$ cat config.mk
export PLATFORM = sky130hd
export DESIGN_NAME = dcs_front
export DESIGN_NICKNAME = d
export VERILOG_FILES = /design/src/design/dcs_pkg.sv /design/src/design/dcs_front.sv
export SDC_FILE = /design/constraint.sdc
export NUM_CORES = 1
export LEC_CHECK = 0
export BUFFER_PORTS_ARGS = -buffer_cell sky130_fd_sc_hd__buf_2
export CORE_AREA = 2 2 167 169
export DETAILED_ROUTE_END_ITERATION = 7
export DIE_AREA = 0 0 169 171
export PLACE_DENSITY_LB_ADDON = 0.1
export SETUP_SLACK_MARGIN = 0.2
export SLEW_MARGIN = 20
export SYNTH_ARGS = -nofsm -noshare
export SYNTH_HDL_FRONTEND = slang
export SYNTH_SLANG_ARGS = --single-unit
$ cat constraint.sdc
create_clock -name clk -period 10.5 [get_ports clk]
set_clock_uncertainty 0.15 [all_clocks]
set_input_delay 0.525 -clock clk [delete_from_list [all_inputs] [get_ports clk]]
set_output_delay 0.525 -clock clk [all_outputs]
set_load 0.01 [all_outputs]
$ cat src/design/dcs_pkg.sv
// Shared constants, types and width helpers for the distance constraint solver.
// Used by every module of the block; depends on nothing else.
package dcs_pkg;

  localparam int POS_WIDTH_DEF = 32;
  localparam int STIFF_W       = 17;
  localparam int FRAC_W        = 16;
  localparam int QUEUE_DEPTH   = 4;

  // Classification that the front attaches to every link.
  typedef struct packed {
    logic degenerate;
    logic first_pinned;
    logic second_pinned;
  } link_class_t;

  localparam int CLASS_W = $bits(link_class_t);

  // Width of one queued link: four positions, two deltas of one extra bit,
  // the rest length, the stiffness and the class.
  function automatic int link_width(input int pos_w);
    return 7 * pos_w + 1 + STIFF_W + CLASS_W;
  endfunction

endpackage

$ cat src/design/dcs_front.sv
// Front end of the solver: accepts links, forms the endpoint deltas and classifies them.
// Depends on dcs_pkg.
module dcs_front import dcs_pkg::*; #(
  parameter int POS_WIDTH = POS_WIDTH_DEF,
  localparam int LW = link_width(POS_WIDTH)
) (
  input  logic                        clk,
  input  logic                        rst,
  input  logic                        link_valid,
  output logic                        link_ready,
  input  logic signed [POS_WIDTH-1:0] first_x,
  input  logic signed [POS_WIDTH-1:0] first_y,
  input  logic signed [POS_WIDTH-1:0] second_x,
  input  logic signed [POS_WIDTH-1:0] second_y,
  input  logic                        first_pinned,
  input  logic                        second_pinned,
  input  logic [POS_WIDTH-2:0]        rest_length,
  input  logic [STIFF_W-1:0]          stiffness,
  output logic                        item_valid,
  input  logic                        item_ready,
  output logic [LW-1:0]               item
);

  localparam int P = POS_WIDTH;

  logic          f_v;
  logic [LW-1:0] f_item;
  logic [P:0]    dx;
  logic [P:0]    dy;
  link_class_t   cls;

  assign dx = (P+1)'(second_x) - (P+1)'(first_x);
  assign dy = (P+1)'(second_y) - (P+1)'(first_y);

  always_comb begin
    cls.degenerate    = (first_x == second_x) && (first_y == second_y);
    cls.first_pinned  = first_pinned;
    cls.second_pinned = second_pinned;
  end

  assign link_ready = !f_v || item_ready;

  always_ff @(posedge clk) begin
    if (rst) begin
      f_v <= 1'b0;
    end else if (link_ready) begin
      f_v <= link_valid;
    end
  end

  always_ff @(posedge clk) begin
    if (link_ready && link_valid) begin
      f_item <= {cls, stiffness, rest_length, dy, dx, second_y, second_x, first_y, first_x};
    end
  end

  assign item_valid = f_v;
  assign item       = f_item;

endmodule

==> qor.yml <==
floorplanning:
  start_util_pct: 40.8
  core_area_um2: 27300
  die_area_um2: 28900
  die_w_um: 169
  boundaryPins: 429
  die_y_um: 171
  fp-row-count: 61
cts:
  clockBufferDepth: 3
  cts_tree: "built"
  cts.htree.levels: 1
  ctsRootBufferMaster: "clkbuf_16"
  cts_inserted_buffers: 28
  clk_latency_ps: 540
  cts_resized: 0
  clkSlewWorstSetupHoldPaths_ps: 60
  cts_num_sinks: 246
synthesis:
  synth_nets: 1057
  synthCells: 809
  synth-seq-area-share_pct: 66.2
  synthFlopType: "edfxtp_1"
  synth_area_um2: 11100
  synth.distinct_cells: 65
  yosysWarnings: 0
  ys_seq_elements: 246
  synthArstFlopShare_pct: 0
  synth.avg_cell_area_um2: 13.8
  synth-edff-count: 245
  synthDominantCellAreaShare_pct: 66.0
  yosysTopAreaCell: "edfxtp_1"
  yosys-top-cells-area: "edfxtp_1 66%, ha_1 7.2%, a21oi_1 3.0%, inv_1 2.5%, xnor2_1 2.3%"
critical_path:
  cp-end-kind: "flip-flop"
  reg2reg_from: "item_valid$_SDFFE_PP0N_"
  worst-setup-path-type: "primary input to flip-flop"
  startpoint: "first_y[9]"
  regToRegSetupSlack_ps: 7430
  worst_ep_arrival_time_ps: 3190
  cp-endpoint: "item[192]$_DFFE_PP_"
  rr_endpoint: "item[175]$_DFFE_PP_"
  worstSetupStartpointType: "primary input"
  cp_max_fo: 6
  r2r_cells: 4
  cp_data_required_time_ps: 10620
global_route:
  grt_pass1_wl_um: 43800
  overflow: 0
  grt_usage_pct: 19.4
  antenna_found_initial: 4
  grt_max_degree: 79
  grt_pass1_vias: 8012
cells_and_area:
  drive_above_1_share_pct: 37.5
  final_cell_mix: "428 x buf_2, 245 x edfxtp_1, 75 x inv_1, 67 x a21oi_1, 64 x ha_1"
  layout.cells.non_filler: 1669
  n_fill_cell: 2399
  area_growth_pct: 35.4
  nets: 1549
  final_common_cell: "buf_2"
run_status:
  status: "completed"
sta:
  maxSlewHeadroom_pct: 33.2
  slew_violations: 0
  fmax_ghz: 0.325
  period_share_pct: 29.3
  rsz0062_at_grt: "no"
  setup_viol: 0
  worstMarginPinSlew_ps: 1000
  finalCriticalPeriod_ps: 3070
  tns_ps: 0
  hold_viol: 0
route:
  drc: 0
  drt-total-wl_um: 29800
  num_vias: 8216
  ant_nets: 0
  routed_via_density: 4.92
  routedWlPerCell_um: 17.9
  drt_iter0_markers: 504
  firstDrtPassIters: 5
power:
  leakagePower_nw: 6.65
  p_per_area_nw_per_um2: 175
  vdd_drop_max_v: 0.000118
place:
  hpwl_um: 22800
  place.gp.congestion: 0.839
  dp.cells: 1572
  port_buffers: 428
job:
  maxCapViolCount: 0
worst_hold_path:
  worstHoldStart: "rest_length[29]"
  hold_path_class: "primary input to flip-flop"
-- worst min path at each step --
stage	slack, ps	cells past startpoint	end
finish	20	1	item[223]$_DFFE_PP_
global route	3	1	item[205]$_DFFE_PP_
CTS	0.005	1	item[215]$_DFFE_PP_
detailed placement	370	2	item_valid$_SDFFE_PP0N_
global placement	360	2	item_valid$_SDFFE_PP0N_
floorplan	440	2	item_valid$_SDFFE_PP0N_
-- logic make-up (layout without fill, tap and decap cells) --
logic type	count (synthesis)	after routing	share of synthesized area (%)
flops	246	246	66.2
compound gates	189	189	11.8
simple gates	164	164	7.08
buf+inv	89	601	3.08
fa+ha+maj	66	66	7.54
xor+xnor	54	54	4.24
mux	1	1	0.0898
other cells	0	2	0
-- cell type report --
cell class / count / area, um2 / area share [%]
Tap cell: 346 / 433 / 2.87
Clock buffer: 32 / 737 / 4.89
Antenna cell: 2 / 5.00 / 0.0332
Multi-Input combinational cell: 474 / 3430 / 22.7
Inverter: 75 / 282 / 1.87
Clock inverter: 18 / 209 / 1.39
Sequential cell: 246 / 7380 / 48.9
Timing Repair Buffer: 476 / 2620 / 17.3
-- flip-flops by register name, indices dropped and copies added (netlist names) --
| signal | count |
|---|---|
| item_valid | 1 |
| item | 245 |
-- report_power, final --
part           internal, mW  leakage, nW  total [mW]  switching, mW
logic                 0.184         3.81       0.446          0.262
clock network         0.603        0.466       0.995          0.392
registers              1.18         2.38        1.20         0.0174
total                  1.97         6.65        2.64          0.671
-- worst max-delay path, cell delays in order --
cell           delay, ps
dlygate4sd3_1        530
buf_2                110
inv_1                 40
ha_1                 360
a21oi_1              340
a21boi_0             140
a311o_1              390
a41oi_2              300
o211ai_1             190
o21ai_0              210
a41oi_1               60
-- through the flow --
step                      hold WS, ps  setup slack, ps  power, mW  instance area (um2)  util, %
after detailed placement          371             7060       1.66                13700     50.1
final                            23.4             7430       2.64                15100     55.2
after CTS                     0.00522             7400       2.67                15100     55.2
after global routing             3.02             7190       2.76                15100     55.2
after global placement            362             7140       1.65                13700     50.1
after floorplan                   443             3400       1.49                11100        -
-- cells in the mapped netlist, types with 3 or more instances --
| master | count |
|---|---|
| edfxtp_1 | 245 |
| inv_1 | 75 |
| a21oi_1 | 67 |
| ha_1 | 64 |
| nand2_1 | 48 |
| nor2_1 | 42 |
| xnor2_1 | 29 |
| o21ai_0 | 27 |
| xor2_1 | 25 |
| a21o_1 | 22 |
| nand4_1 | 18 |
| nand3_1 | 15 |
| o21a_1 | 13 |
| buf_2 | 7 |
| clkbuf_1 | 7 |
| nor2b_1 | 7 |
| nor3_1 | 7 |
| a31oi_1 | 6 |
| o211ai_1 | 5 |
| and3_1 | 4 |
| nor4_1 | 4 |
| o21ai_1 | 4 |
| a211oi_1 | 3 |
| a21boi_0 | 3 |
| and2_1 | 3 |
| nand2b_1 | 3 |
| o2111ai_1 | 3 |
| or2_2 | 3 |
-- per-layer routing --
layer	routed length, um	vias to the layer above	share of wire, %	global-route usage (%)
li1	-	4025	-	-
met1	12000	3850	40	23.7
met2	14800	290	50	34.1
met3	2330	47	7.8	5.41
met4	637	4	2.1	5.17
met5	21	-	0.070	0
-- timing repair --
action	4_1_cts	5_1_grt
setup buffers	0	0
hold buffers	45	0
endpoints found under the hold margin	45	0
No activity file was read; power rests on OpenSTA's default activity.
