File: src/design/dcs_pkg.sv
// Shared constants, types and width helpers for the distance constraint solver.
// Used by every module of the block; depends on nothing else.
package dcs_pkg;

  localparam int POS_WIDTH_DEF = 32;
  localparam int STIFF_W       = 17;
  localparam int FRAC_W        = 16;
  localparam int QUEUE_DEPTH   = 4;

  // Classification that the front attaches to every link.
  typedef struct packed {
    logic degenerate;
    logic first_pinned;
    logic second_pinned;
  } link_class_t;

  localparam int CLASS_W = $bits(link_class_t);

  // Width of one queued link: four positions, two deltas of one extra bit,
  // the rest length, the stiffness and the class.
  function automatic int link_width(input int pos_w);
    return 7 * pos_w + 1 + STIFF_W + CLASS_W;
  endfunction

endpackage

File: src/design/dcs_queue.sv
// Short first-in first-out queue that decouples the front from the arithmetic back end.
// Depends on dcs_pkg for the default depth.
module dcs_queue import dcs_pkg::*; #(
  parameter int WIDTH = 8,
  parameter int DEPTH = QUEUE_DEPTH,
  localparam int AW = $clog2(DEPTH),
  localparam int CW = $clog2(DEPTH + 1)
) (
  input  logic             clk,
  input  logic             rst,
  input  logic             push_valid,
  output logic             push_ready,
  input  logic [WIDTH-1:0] push_data,
  output logic             pop_valid,
  input  logic             pop_ready,
  output logic [WIDTH-1:0] pop_data
);

  logic [WIDTH-1:0] slots [DEPTH];
  logic [AW-1:0]    wr_ptr;
  logic [AW-1:0]    rd_ptr;
  logic [CW-1:0]    count;
  logic             do_push;
  logic             do_pop;

  assign push_ready = count != CW'(DEPTH);
  assign pop_valid  = count != '0;
  assign pop_data   = slots[rd_ptr];
  assign do_push    = push_valid && push_ready;
  assign do_pop     = pop_valid && pop_ready;

  always_ff @(posedge clk) begin
    if (rst) begin
      wr_ptr <= '0;
      rd_ptr <= '0;
      count  <= '0;
    end else begin
      if (do_push) begin
        wr_ptr <= (wr_ptr == AW'(DEPTH - 1)) ? '0 : wr_ptr + 1'b1;
      end
      if (do_pop) begin
        rd_ptr <= (rd_ptr == AW'(DEPTH - 1)) ? '0 : rd_ptr + 1'b1;
      end
      count <= count + CW'(do_push) - CW'(do_pop);
    end
  end

  always_ff @(posedge clk) begin
    if (do_push) begin
      slots[wr_ptr] <= push_data;
    end
  end

endmodule

File: config.mk
export PLATFORM = sky130hd
export DESIGN_NAME = dcs_queue
export DESIGN_NICKNAME = d
export VERILOG_FILES = /design/src/design/dcs_pkg.sv /design/src/design/dcs_queue.sv
export SDC_FILE = /design/constraint.sdc
export NUM_CORES = 1
export LEC_CHECK = 0
export BUFFER_PORTS_ARGS = -buffer_cell sky130_fd_sc_hd__buf_4
export CAP_MARGIN = 20
export CORE_ASPECT_RATIO = 0.75
export CORE_UTILIZATION = 44
export DETAILED_ROUTE_END_ITERATION = 12
export HOLD_SLACK_MARGIN = 0.15
export PLACE_DENSITY_LB_ADDON = 0.08
export SYNTH_ARGS = -nofsm -noshare
export SYNTH_HDL_FRONTEND = slang
export SYNTH_SLANG_ARGS = --single-unit
File: constraint.sdc
create_clock -name clk -period 3.16 [get_ports clk]
set_clock_uncertainty 0.15 [all_clocks]
set_input_delay 0.632 -clock clk [delete_from_list [all_inputs] [get_ports clk]]
set_output_delay 0.632 -clock clk [all_outputs]
set_load 0.03 [all_outputs]
==> flow_metrics.env <==
export IMPL_crit_family="adder cells"
export IMPL_place_inst=158
export IMPL_p_per_area_nw_per_um2=790
export IMPL_hold_viol=0
export IMPL_cts_made_buffers=5
export IMPL_layout_min_cycle_time_ps=2590
export IMPL_fin_nets=135
export IMPL_setup_ws_ps=571
export IMPL_via_per_inst=4.93
export IMPL_cts_hold_buf=0
export IMPL_num_fill_cells=281
export IMPL_worst_setup_path_start_kind="flop"
export IMPL_synth_seq_cells=41
export IMPL_hold_class="flop to flop"
export IMPL_ir_drop_mv=0.422
export IMPL_drive_above_1_share_pct=36.2
export IMPL_initial_core_util_pct=47.7
export IMPL_antenna_found_initial=0
export IMPL_syn_area_um2=1630
export IMPL_yosys_area_top_type="edfxtp_1"
export IMPL_required_ps=3230
export IMPL_cts_tree="done"
export IMPL_leakagePower_nw=0.715
export IMPL_yosys_area_top_type_share_pct=58.9
export IMPL_cts_resized=0
export IMPL_setup_viol=0
export IMPL_final_max_slew_violation_count=0
export IMPL_insertedDiodeCount=0
export IMPL_floorplan_die_area_um2=3960
export IMPL_drt_wl_total_mm=2.51
export IMPL_ctsHtreeMaxLevel=2
export IMPL_worstPathCellList="o31ai_1 -> inv_1 -> ha_1 -> inv_1 -> ha_1 -> inv_1 -> fa_1 -> xor2_1 -> and2_2 -> nor3_1"
export IMPL_hold_slack_ps=358
export IMPL_yosysSeqAreaShare_pct=69.9
export IMPL_coreArea_um2=3420
export IMPL_dr_pass1_iters=4
export IMPL_post_place_ws_ps=583
export IMPL_grt_max_degree=13
export IMPL_final_cell_count_no_fill=166
export IMPL_fmax_ghz=0.386
export IMPL_synth_area_top_cells="edfxtp_1 (59%), dfxtp_1 (11%), mux4_2 (11%), ha_1 (5.4%), and3_2 (1.8%)"
export IMPL_grt_pass1_wl_mm=3.84
export IMPL_ios=22
export IMPL_clkTransAtPathRegs_ps=70
export IMPL_maxCapViolations=0
export IMPL_ys_async_sr_fraction_pct=0
export IMPL_cts_setup_buffers=0
export IMPL_worstMarginPinSlew_ps=596
export IMPL_synth_most_common_cell="edfxtp_1"
export IMPL_port_buffers=21
export IMPL_path_buf_inv=3
export IMPL_ant_nets=0
export IMPL_syn_area_per_cell_um2=17.9
export IMPL_grtUsageTotal_pct=14.4
export IMPL_dp_hpwl_mm=1.71
export IMPL_yosys_warnings=0
export IMPL_drtIter0Drc=27
export IMPL_max_slew_margin_pct=59.9
export IMPL_overflow=0
export IMPL_fin_util_pct=55.8
export IMPL_end_kind="flop"
export IMPL_cts_root_buf="clkbuf_8"
export IMPL_critical_path_slowest_cell="o31ai_1"
export IMPL_cts_sink_count=41
export IMPL_clkLatencyLatePin_ps=290
export IMPL_tns_ps=0
export IMPL_cp_arrival_ps=2650
export IMPL_gp_congestion=0.714
export IMPL_vias=818
export IMPL_syn2layout_area_growth_pct=17.1
export IMPL_syn_nets=111
export IMPL_rsz0062_at_grt="false"
export IMPL_grt_pass1_vias=789
export IMPL_synth_top_flop_cell="edfxtp_1"
export IMPL_die_x_um=72.3
export IMPL_synth_edff_count=32
export IMPL_synth_common_cells="edfxtp_1 (32), dfxtp_1 (9), mux4_2 (8)"
export IMPL_core_rowCount=18
export IMPL_die_height_um=54.8
export IMPL_cpMostUsedCell="inv_1"
export IMPL_synth_cell_type_count=26
export IMPL_period_share_pct=81.9
export IMPL_critical_path_class="flop to flop"
export IMPL_outcome="complete, no violations"
export IMPL_drcViolationCount=0
export IMPL_worst_path_largest_cell_delay_ps=550
export IMPL_cts_buffer_depth=2
export IMPL_path_max_fanout=5
export IMPL_synthCells=91
export IMPL_routedWlPerCell_um=15.1
## cells in the final DEF, fill, tap and decap left out
| cell type | instances |
|---|---|
| or3b_1 | 1 |
| nor2b_1 | 1 |
| a21oi_1 | 1 |
| xor2_1 | 1 |
| o31ai_1 | 1 |
| inv_1 | 5 |
| edfxtp_1 | 32 |
| or3_1 | 2 |
| nand2b_1 | 1 |
| mux4_2 | 8 |
| and3_2 | 4 |
| buf_4 | 21 |
| mux2i_1 | 1 |
| clkbuf_8 | 5 |
| o21ai_0 | 2 |
| clkinv_2 | 2 |
| fa_1 | 1 |
| nand2_1 | 2 |
| or3_2 | 1 |
| nor2_1 | 3 |
| ha_1 | 7 |
| nor3_1 | 1 |
| clkbuf_1 | 1 |
| dfxtp_1 | 9 |
| a211o_1 | 2 |
| and2_2 | 1 |
## worst reg2reg max path: cells and delay by family, from the launching register on
family          cells  cell delay [ps]
simple gates        2              310
buf+inv             3              190
fa+ha+maj           3              770
xor+xnor            1              160
flops               1              360
compound gates      1              550
## through the flow
step / instance area, µm² / total power, mW
4_1_cts: 1910 / 1.53
5_1_grt: 1910 / 1.60
3_5_place_dp: 1830 / 1.21
2_1_floorplan: 1630 / 1.06
6_report: 1910 / 1.51
3_3_place_gp: 1830 / 1.20
## final cells by class
type / instances / area [µm²] / area share, %
Multi-Input combinational cell: 41 / 449 / 23.5
Clock buffer: 6 / 72.6 / 3.80
Clock inverter: 2 / 10.0 / 0.524
Timing Repair Buffer: 21 / 158 / 8.25
Tap cell: 50 / 62.6 / 3.27
Sequential cell: 41 / 1140 / 59.7
Inverter: 5 / 18.8 / 0.982
## metal layers
metal  global-route usage (%)  up-vias  part of all wire [%]
li1                         -      393                     -
met1                     18.9      401                    49
met2                     21.5       17                    45
met3                     4.60        7                   4.2
met4                     7.84        0                   1.9
met5                        0        -                     0
## registers in the layout (all words and copies together), names as in the netlist, named ones only
signal  count
rd_ptr      2
wr_ptr      2
count       3
slots      32
## final timing paths
path	start	end	cells after the start	slack [ps]
hold reg to reg	rd_ptr[0]	rd_ptr[0]	2	360
setup / recovery	count[1]	count[2]	10	570
setup reg to reg	count[1]	count[2]	10	570
hold / removal	rd_ptr[0]	rd_ptr[0]	2	360
## logic make-up (layout without fill, tap and decap cells)
group,count (synthesis),after routing,synth area share (%)
multiplexers,9,9,11.6
AO/OA/AOI/OAI,6,6,2.45
adder cells (fa/ha/maj),8,8,6.59
XOR/XNOR,1,1,0.536
flip-flops,41,41,69.9
AND/OR/NAND/NOR,17,17,6.28
buffers and inverters,9,34,2.60
## power breakdown
part,switching [mW],internal (mW)
Combinational,0.249,0.210
Sequential,0.0639,0.666
Clock,0.168,0.153
Total,0.481,1.03
No activity file was read; power rests on OpenSTA's default activity.
